==> config.mk <==
export PLATFORM = sky130hd
export DESIGN_NAME = mrm_acc_stage
export DESIGN_NICKNAME = d
export VERILOG_FILES = /design/src/hw/rtl/mrm_pkg.sv /design/src/hw/rtl/mrm_acc_stage.sv
export SDC_FILE = /design/constraint.sdc
export NUM_CORES = 1
export LEC_CHECK = 0
export BUFFER_PORTS_ARGS = -buffer_cell sky130_fd_sc_hd__buf_4
export CAP_MARGIN = 30
export CORE_AREA = 2 2 508 510
export CTS_CLUSTER_SIZE = 10
export DETAILED_ROUTE_END_ITERATION = 16
export DIE_AREA = 0 0 510 512
export MAX_ROUTING_LAYER = met4
export PLACE_DENSITY = 0.34
export SLEW_MARGIN = 20
export SYNTH_ARGS = -nofsm -noshare
export SYNTH_HDL_FRONTEND = slang
export SYNTH_SLANG_ARGS = --single-unit
==> constraint.sdc <==
create_clock -name i_clk -period 17.9 [get_ports i_clk]
set_input_delay 0.895 -clock i_clk [delete_from_list [all_inputs] [get_ports i_clk]]
set_output_delay 0.895 -clock i_clk [all_outputs]
set_load 0.02 [all_outputs]
==> src/hw/rtl/mrm_pkg.sv <==
// Shared types and constants for the 4x4 row matrix multiplier.
// Used by every stage module and by the top level; depends on nothing.
package mrm_pkg;

    localparam int N_DIM  = 4;
    localparam int ELEM_W = 32;
    localparam int PROD_W = 2 * ELEM_W;
    localparam int SUM_W  = PROD_W + 2;
    localparam int ROW_W  = 2;

    typedef enum logic {
        OP_LOAD = 1'b0,
        OP_MUL  = 1'b1
    } t_op;

    typedef logic [N_DIM-1:0][ELEM_W-1:0] t_elems;

    // products indexed [k][col]
    typedef struct packed {
        logic [ROW_W-1:0]                        row;
        logic [N_DIM-1:0][N_DIM-1:0][PROD_W-1:0] prod;
    } t_prod_beat;

    typedef struct packed {
        logic [ROW_W-1:0]             row;
        logic [N_DIM-1:0][SUM_W-1:0]  sum;
    } t_sum_beat;

    typedef struct packed {
        logic [ROW_W-1:0]             row;
        logic [N_DIM-1:0][ELEM_W-1:0] prod;
        logic                         overflow;
    } t_out_beat;

endpackage

==> src/hw/rtl/mrm_acc_stage.sv <==
// Stage 2: shifts each product right by the fraction width and sums per column.
// Depends on mrm_pkg.
module mrm_acc_stage #(
    parameter int FRAC_BITS = 16
) (
    input  logic                i_clk,
    input  logic                i_rst_n,
    input  logic                i_valid,
    output logic                o_en,
    input  mrm_pkg::t_prod_beat i_data,
    input  logic                i_next_en,
    output logic                o_valid,
    output mrm_pkg::t_sum_beat  o_data
);
    import mrm_pkg::*;

    logic      r_valid;
    t_sum_beat r_data;
    t_sum_beat n_data;
    logic      w_en;

    assign w_en = !r_valid || i_next_en;
    assign o_en = w_en;

    always_comb begin
        n_data.row = i_data.row;
        for (int c = 0; c < N_DIM; c++) begin
            n_data.sum[c] = '0;
            for (int k = 0; k < N_DIM; k++) begin
                n_data.sum[c] = n_data.sum[c] +
                    SUM_W'($signed(i_data.prod[k][c]) >>> FRAC_BITS);
            end
        end
    end

    always_ff @(posedge i_clk) begin
        if (!i_rst_n) begin
            r_valid <= 1'b0;
        end else if (w_en) begin
            r_valid <= i_valid;
        end
    end

    always_ff @(posedge i_clk) begin
        if (w_en && i_valid) begin
            r_data <= n_data;
        end
    end

    assign o_valid = r_valid;
    assign o_data  = r_data;

endmodule

==> flow_metrics.py <==
metrics = {
    "run_status": {
        "status": "finished, final reports clean",
    },
    "yosys": {
        "syn_area_sq_um": 27400,
        "synth_top_area_share_pct": 24.9,
        "synth-edff-count": 221,
        "ys_async_sr_fraction_pct": 0,
        "ys_warn_count": 0,
        "yosysTopAreaCell": "fa_1",
        "ys_ff_latch": 222,
        "seq_area_frac_synth_pct": 24.3,
        "postSynthAreaPerCell_sq_um": 10.6,
        "synthTopCellsByCount": "fa_1 (341), ha_1 (248), a21oi_1 (242)",
        "synth.most_common_cell": "fa_1",
        "ys.flop_type": "edfxtp_1",
        "ys_top_cells_by_area": "fa_1 (25%), edfxtp_1 (24%), ha_1 (11%)",
        "netlist_instances": 2577,
        "synth_nets": 4196,
        "synth_cell_types": 77,
    },
    "floorplan": {
        "rows": 186,
        "io-pin-count": 1298,
        "die_x_microns": 510,
        "core_area_sq_um": 256000,
        "die_area_sq_um": 261000,
        "initial_core_util_pct": 10.7,
        "dieHeight_microns": 512,
    },
    "clocking": {
        "clock-sinks": 222,
        "cts_buffer_depth": 3,
        "cts_tree": "built",
        "insertion_delay_ns": 0.60,
        "cts_made_buffers": 37,
        "cts_htree_levels": 2,
        "clk_pin_slew_ns": 0.06,
        "holdBufCountCts": 0,
        "cts_resized": 0,
        "clock-root-buffer": "clkbuf_16",
        "cts_setup_buffers": 0,
    },
    "routing": {
        "firstDrtPassIters": 7,
        "drtAntennaViolNets": 0,
        "routed_wl_mm": 154,
        "wl_per_cell_microns": 22.0,
        "vias": 24500,
        "drc": 0,
        "drtIter0Drc": 1330,
        "routed_via_density": 3.52,
    },
    "timing": {
        "finalSetupViolCount": 0,
        "slew_headroom_pct": 34.6,
        "period_needed_ns": 7.56,
        "fmax_mhz": 132,
        "tightest_slew_ns": 0.972,
        "fin_setup_tns_ns": 0,
        "setup_slack_ns": 10.34,
        "timing.final.crit_share_pct": 42.2,
        "hold_viol": 0,
        "grt_setup_unrepaired": "no",
        "drv_slew": 0,
        "clock_skew_ns": 0.0144,
    },
    "worst_setup_path": {
        "rrSetupSlack_ns": 14.99,
        "crit_fanout": 9,
        "r2r_start": "o_valid",
        "path_class": "primary input to register",
        "critical_path.max_stage_delay_ns": 0.63,
        "critPathMostFrequentCell": "o21ai_0",
        "reg2reg_to": "o_data[108]",
        "critical_path.endpoint_type": "register",
        "path_cells": "buf_4 > fa_1 > ha_1 > inv_1 > fa_1 > nor2b_1 > o21ai_0 > a21boi_1 > o31ai_1 > nand3_1 > o21ai_0 > o221a_2 > o31ai_1 > buf_4 > a221oi_1 > xnor2_1 > ha_1 > a21oi_1 > o21ai_0 > or4_1 > o21ai_2 > o211ai_1 > a21o_1 > xor2_1",
        "slowest_stage": "a21boi_1",
        "arrival_ns": 7.90,
        "crit_buf_inv": 3,
        "startpoint_type": "primary input",
        "r2r_cells": 4,
        "crit_family": "compound AO/OA/AOI/OAI gates",
        "cp.required_ns": 18.23,
    },
    "worst_hold_path": {
        "min-delay-start": "i_data[1025]",
        "whs_path_depth": 1,
        "hp-class": "primary input to register",
        "min_to": "o_data[265]",
    },
    "cells_and_area": {
        "regArea_sq_um": 6660,
        "fin_area_sq_um": 40100,
        "area_growth_pct": 46.5,
        "multi_input_area_sq_um": 19800,
        "fill_cells": 28900,
        "nets": 5159,
        "drive_above_1_share_pct": 31.9,
    },
    "global_route": {
        "grt_max_degree": 52,
        "grt_pass1_wl_mm": 207,
        "track_usage_pct": 11.7,
        "grt_pass1_vias": 25700,
        "grt-ovfl-total": 0,
        "antenna_found_initial": 66,
    },
    "placement": {
        "place_ws_ns": 9.62,
        "gp_congestion": 0.858,
        "port_buffers": 1041,
        "dpl_cell_area_sq_um": 38900,
        "dp_hpwl_mm": 139,
    },
    "power": {
        "vdd_ir_drop_max_mv": 0.0555,
        "power_density_nw_per_um2": 139,
        "p_leak_nw": 16.7,
        "power.total_mw": 5.59,
    },
    "job": {
        "cap_viol_max_count": 0,
    },
}
[power breakdown]
part           switching (mW)  total [mW]  internal, mW
logic                    2.36        3.79          1.43
registers               0.106        1.05         0.942
clock network           0.312       0.759         0.447
[stage by stage]
step	hold slack, ns	instances	util, %
2_1_floorplan	0.750	2577	-
3_3_place_gp	0.528	6882	15.2
3_5_place_dp	0.559	6884	15.2
4_1_cts	0.385	6950	15.7
5_1_grt	0.415	6975	15.7
6_report	0.478	6979	15.7
[registers in the layout, summed over array words and instances, names as in the netlist]
signal,flops
o_data,221
o_valid,1
[placed cells by master (no fill, tap or decap), types with 76 or more instances in the layout]
cell      netlist  layout
xor2_1         94      94
edfxtp_1      221     221
fa_1          341     341
buf_4          45    1051
nand2_1       150     150
xnor2_1       129     129
a21oi_1       242     242
a21o_1        167     167
nor2_1        113     113
inv_1          76      76
o21ai_0       132     132
ha_1          248     248
[final cells by class]
type,instances,area share [%]
timing repair buffer,1054,19.7
tap,3384,10.5
clock inverter,22,0.583
clock buffer,44,2.43
inverter,76,0.711
multi-input combinational,2149,49.3
sequential,222,16.6
antenna,28,0.175
[worst max path at each step]
stage                     start          end  slack, ns  cells after the start
floorplan             i_next_en    o_data[0]      11.07                      2
global placement    i_data[209]  o_data[252]       9.61                     21
detailed placement  i_data[209]  o_data[248]       9.62                     21
CTS                 i_data[209]  o_data[248]      10.29                     21
global route        i_data[209]  o_data[247]       9.87                     25
finish              i_data[209]  o_data[246]      10.34                     24
[logic make-up (layout without fill, tap and decap cells)]
family	count (synthesis)	count (layout)	synth area share, %
AOI/OAI and AO/OA	799	799	19.1
adders and majority gates	589	589	36.2
and+or+nand+nor	536	536	9.69
xor gates and xnor gates	223	223	7.13
DFF	222	222	24.3
buffers and inverters	206	1196	3.51
muxes	2	2	0.0731
other	0	28	0
[metal layers]
metal | vias up | part of all wire, % | routed length (microns) | track usage (%)
li1 | 11400 | - | - | -
met1 | 12200 | 51 | 78800 | 17.4
met2 | 828 | 40 | 61400 | 15.8
met3 | 119 | 7.5 | 11400 | 3.08
met4 | 0 | 1.3 | 1950 | 1.94
met5 | - | 0 | 0 | -
Note: power is estimated with default switching activity, not from simulation.
