`config.mk`:
```
export PLATFORM = sky130hd
export DESIGN_NAME = mrm_sat_stage
export DESIGN_NICKNAME = d
export VERILOG_FILES = /design/src/hw/rtl/mrm_pkg.sv /design/src/hw/rtl/mrm_sat_stage.sv
export SDC_FILE = /design/constraint.sdc
export NUM_CORES = 1
export LEC_CHECK = 0
export BUFFER_PORTS_ARGS = -buffer_cell sky130_fd_sc_hd__buf_2
export CAP_MARGIN = 20
export CORE_AREA = 8 8 149 151
export CTS_CLUSTER_SIZE = 8
export DETAILED_ROUTE_END_ITERATION = 10
export DIE_AREA = 0 0 157 159
export HOLD_SLACK_MARGIN = 0.06
export PLACE_DENSITY_LB_ADDON = 0.25
export SETUP_SLACK_MARGIN = 0.05
export SLEW_MARGIN = 20
export SYNTH_ARGS = -nofsm -noshare
export SYNTH_HDL_FRONTEND = slang
export SYNTH_SLANG_ARGS = --single-unit
```
`constraint.sdc`:
```
create_clock -name i_clk -period 10.1 [get_ports i_clk]
set_input_delay 2.02 -clock i_clk [delete_from_list [all_inputs] [get_ports i_clk]]
set_output_delay 2.02 -clock i_clk [all_outputs]
set_load 0.02 [all_outputs]
```
`src/hw/rtl/mrm_pkg.sv`:
```
// Shared types and constants for the 4x4 row matrix multiplier.
// Used by every stage module and by the top level; depends on nothing.
package mrm_pkg;

    localparam int N_DIM  = 4;
    localparam int ELEM_W = 32;
    localparam int PROD_W = 2 * ELEM_W;
    localparam int SUM_W  = PROD_W + 2;
    localparam int ROW_W  = 2;

    typedef enum logic {
        OP_LOAD = 1'b0,
        OP_MUL  = 1'b1
    } t_op;

    typedef logic [N_DIM-1:0][ELEM_W-1:0] t_elems;

    // products indexed [k][col]
    typedef struct packed {
        logic [ROW_W-1:0]                        row;
        logic [N_DIM-1:0][N_DIM-1:0][PROD_W-1:0] prod;
    } t_prod_beat;

    typedef struct packed {
        logic [ROW_W-1:0]             row;
        logic [N_DIM-1:0][SUM_W-1:0]  sum;
    } t_sum_beat;

    typedef struct packed {
        logic [ROW_W-1:0]             row;
        logic [N_DIM-1:0][ELEM_W-1:0] prod;
        logic                         overflow;
    } t_out_beat;

endpackage

```
`src/hw/rtl/mrm_sat_stage.sv`:
```
// Stage 3: saturates each column sum to 32 bits and holds the output beat.
// Depends on mrm_pkg.
module mrm_sat_stage (
    input  logic               i_clk,
    input  logic               i_rst_n,
    input  logic               i_valid,
    output logic               o_en,
    input  mrm_pkg::t_sum_beat i_data,
    input  logic               i_out_ready,
    output logic               o_valid,
    output mrm_pkg::t_out_beat o_data
);
    import mrm_pkg::*;

    localparam logic signed [SUM_W-1:0] SAT_MAX = (SUM_W'(1) << (ELEM_W-1)) - SUM_W'(1);
    localparam logic signed [SUM_W-1:0] SAT_MIN = ~SAT_MAX;

    logic      r_valid;
    t_out_beat r_data;
    t_out_beat n_data;
    logic      w_en;

    assign w_en = !r_valid || i_out_ready;
    assign o_en = w_en;

    always_comb begin
        n_data.row      = i_data.row;
        n_data.overflow = 1'b0;
        for (int c = 0; c < N_DIM; c++) begin
            if ($signed(i_data.sum[c]) > SAT_MAX) begin
                n_data.prod[c]  = SAT_MAX[ELEM_W-1:0];
                n_data.overflow = 1'b1;
            end else if ($signed(i_data.sum[c]) < SAT_MIN) begin
                n_data.prod[c]  = SAT_MIN[ELEM_W-1:0];
                n_data.overflow = 1'b1;
            end else begin
                n_data.prod[c]  = i_data.sum[c][ELEM_W-1:0];
            end
        end
    end

    always_ff @(posedge i_clk) begin
        if (!i_rst_n) begin
            r_valid <= 1'b0;
        end else if (w_en) begin
            r_valid <= i_valid;
        end
    end

    always_ff @(posedge i_clk) begin
        if (w_en && i_valid) begin
            r_data <= n_data;
        end
    end

    assign o_valid = r_valid;
    assign o_data  = r_data;

    a_ovf_at_limit: assert property (@(posedge i_clk) disable iff (!i_rst_n)
        (r_valid && r_data.overflow) |->
        (r_data.prod[0] == SAT_MAX[ELEM_W-1:0] || r_data.prod[0] == SAT_MIN[ELEM_W-1:0] ||
         r_data.prod[1] == SAT_MAX[ELEM_W-1:0] || r_data.prod[1] == SAT_MIN[ELEM_W-1:0] ||
         r_data.prod[2] == SAT_MAX[ELEM_W-1:0] || r_data.prod[2] == SAT_MIN[ELEM_W-1:0] ||
         r_data.prod[3] == SAT_MAX[ELEM_W-1:0] || r_data.prod[3] == SAT_MIN[ELEM_W-1:0]))
        else $error("overflow flagged without a saturated entry");

endmodule

```
==> flow_metrics.tcl <==
set metrics [dict create \
    place_area_sq_um 8080 \
    dr.first_iter.drc_count 390 \
    port_buffers 402 \
    hpwl_mm 17.7 \
    synth_top_area_cell "edfxtp_1" \
    synth_top_flop_cell "edfxtp_1" \
    layout_worst_path_cycle_share_pct 44.3 \
    whs_path_depth 2 \
    cp.arrival_ns 2.45 \
    maxCapViolCount 0 \
    final_common_cell "buf_2" \
    grt_max_degree 70 \
    combinationalPowerShare_pct 13.4 \
    die_h_microns 159 \
    power_w 0.00151 \
    finalSetupViolations 0 \
    grt_overflow 0 \
    ys_ff_latch 132 \
    clk_path_buf_depth 2 \
    pre_cts_ws_ns 5.64 \
    avgSynthCellArea_sq_um 10.9 \
    seqPwrFrac_pct 43.1 \
    fin_skew_ns 0.0132 \
    first_pass_iters 4 \
    detail-route-antenna-nets 0 \
    swShare_pct 24.6 \
    final_cell_mix "buf_2 (402), nand2_1 (252), edfxtp_1 (131)" \
    gp_congestion 0.885 \
    cts_setup_buffers 0 \
    hold_buffers 0 \
    r2r-start "o_valid" \
    cts-root-buf "clkbuf_16" \
    ys_warn_count 0 \
    ctsResizeCount 0 \
    fmax_ghz 0.223 \
    final_cell_count_no_fill 1207 \
    async_flop_share_pct 0 \
    min_from "o_valid" \
    grt_pass1_vias 5744 \
    cp-startpoint "i_out_ready" \
    wl_met1_mm 8.61 \
    via_per_inst 4.64 \
    path_class "input pin to output pin" \
    intPower_w 0.00114 \
    cts.sinks 132 \
    antenna_found_initial 1 \
    dieArea_sq_um 25000 \
    cp.required_ns 8.08 \
    synth.cell_area_sq_um 5780 \
    yosysTopAreaCellShare_pct 68.1 \
    routed_wl_mm 22.2 \
    finalWorstSetupSlack_ns 5.63 \
    dp_cells 1174 \
    die_w_microns 157 \
    synth_area_leaders "edfxtp_1 (68%), nand2_1 (16%), nor4_1 (3.9%)" \
    nFillCells 1931 \
    synth.distinct_cells 21 \
    ys_seq_area_share_pct 68.5 \
    ir_drop_mv 0.106 \
    outcome "complete, no violations" \
    design_area_sq_um 8700 \
    grt_pass1_wl_mm 32.8 \
    top_layer_used "met4" \
    cts_tree "yes" \
    grt.total_usage_pct 17.2 \
    finalHoldViolCount 0 \
    dr_wl_met2_mm 11.0 \
    clockPowerShare_pct 43.5 \
    start_kind "input pin" \
    synth_edf_count 131 \
    htree_levels 4 \
    tightest_slew_ns 1.04 \
    worstSkewPairLatency_ns 0.41 \
    drc 0 \
    hold_path.class "flop to flop" \
    vias 5598 \
    clkTransAtPathRegs_ns 0.07 \
    area_growth_pct 50.7 \
    reg2regPathDepth 3 \
    min_period_ns 4.47 \
    slew_headroom_pct 31.0 \
    syn_inst 529 \
    rsz0062_at_grt "no" \
    design.portCount 403 \
    fin_setup_tns_ns 0 \
    power_switching_w 0.000372 \
    powerDensity_nw_per_um2 174 \
    power_leakage_nw 3.92 \
    core_area_sq_um 19800 \
    fin_nets 1193 \
    start_util_pct 29.1 \
    wl_met3_mm 2.22 \
    end_kind "output pin" \
    wl_per_cell_microns 18.4 \
    rows 52 \
    worstPathMaxFanout 3 \
    cts_made_buffers 17 \
    drive_gt1_share_pct 47.8 \
    syn_nets 799 \
    slew_violations 0 \
]
power by group through the flow:
stage	clock, W	sequential, W	combinational, W
6_report	0.000657	0.000652	0.000203
2_1_floorplan	0	0.000709	0.0000505
3_3_place_gp	0	0.000662	0.000205
4_1_cts	0.000674	0.000652	0.000206
5_1_grt	0.000695	0.000655	0.000221
3_5_place_dp	0	0.000663	0.000205
state kept, by name (all words and copies together), names as in the netlist:
register	count
o_data	131
o_valid	1
metal layers:
layer	up-vias	global-route usage [%]
met2	282	29.2
met4	0	5.77
met3	24	6.49
met1	2607	19.3
met5	-	0
li1	2685	-
critical path, stage by stage:
cell and delay, ns:
buf_2 0.09, nand2b_1 0.17, buf_2 0.18
worst paths after layout:
check / endpoint / slack (ns)
min: o_valid / 0.56
min reg2reg: o_valid / 0.56
max: o_en / 5.63
max reg2reg: o_data[37] / 7.64
metrics by stage:
step	hold slack [ns]	utilization [%]
after floorplan	0.750	-
after global placement	0.523	40.7
after detailed placement	0.531	40.7
after CTS	0.542	43.9
after global routing	0.578	43.9
final	0.560	43.9
kinds of logic (layout without fill, tap and decap cells):
kind of cell | after synthesis | in the layout | share of synthesized area (%)
DFF | 132 | 132 | 68.5
buffers and inverters | 33 | 440 | 2.40
and+or+nand+nor | 355 | 355 | 27.5
AOI/OAI and AO/OA | 9 | 9 | 1.60
other | 0 | 1 | 0
cell usage after synthesis (all sizes together) (4+ instances only):
cell and n:
a21oi 4, and4 4, buf 16, clkbuf 16
edfxtp 131, nand2 252, nand3 8, nand4 32
nor3 8, nor4 36, o41ai 4, or2 8
or4 5
area by class of cell:
cell class	count	area (sq um)	area share, %
clock buffer	20	447	5.13
timing repair buffer	407	2050	23.5
multi-input combinational	364	1730	19.9
sequential	132	3950	45.4
clock inverter	12	180	2.07
inverter	1	3.75	0.0431
antenna	1	2.50	0.0287
tap	270	338	3.88
Power figures use the tool's default switching activity.
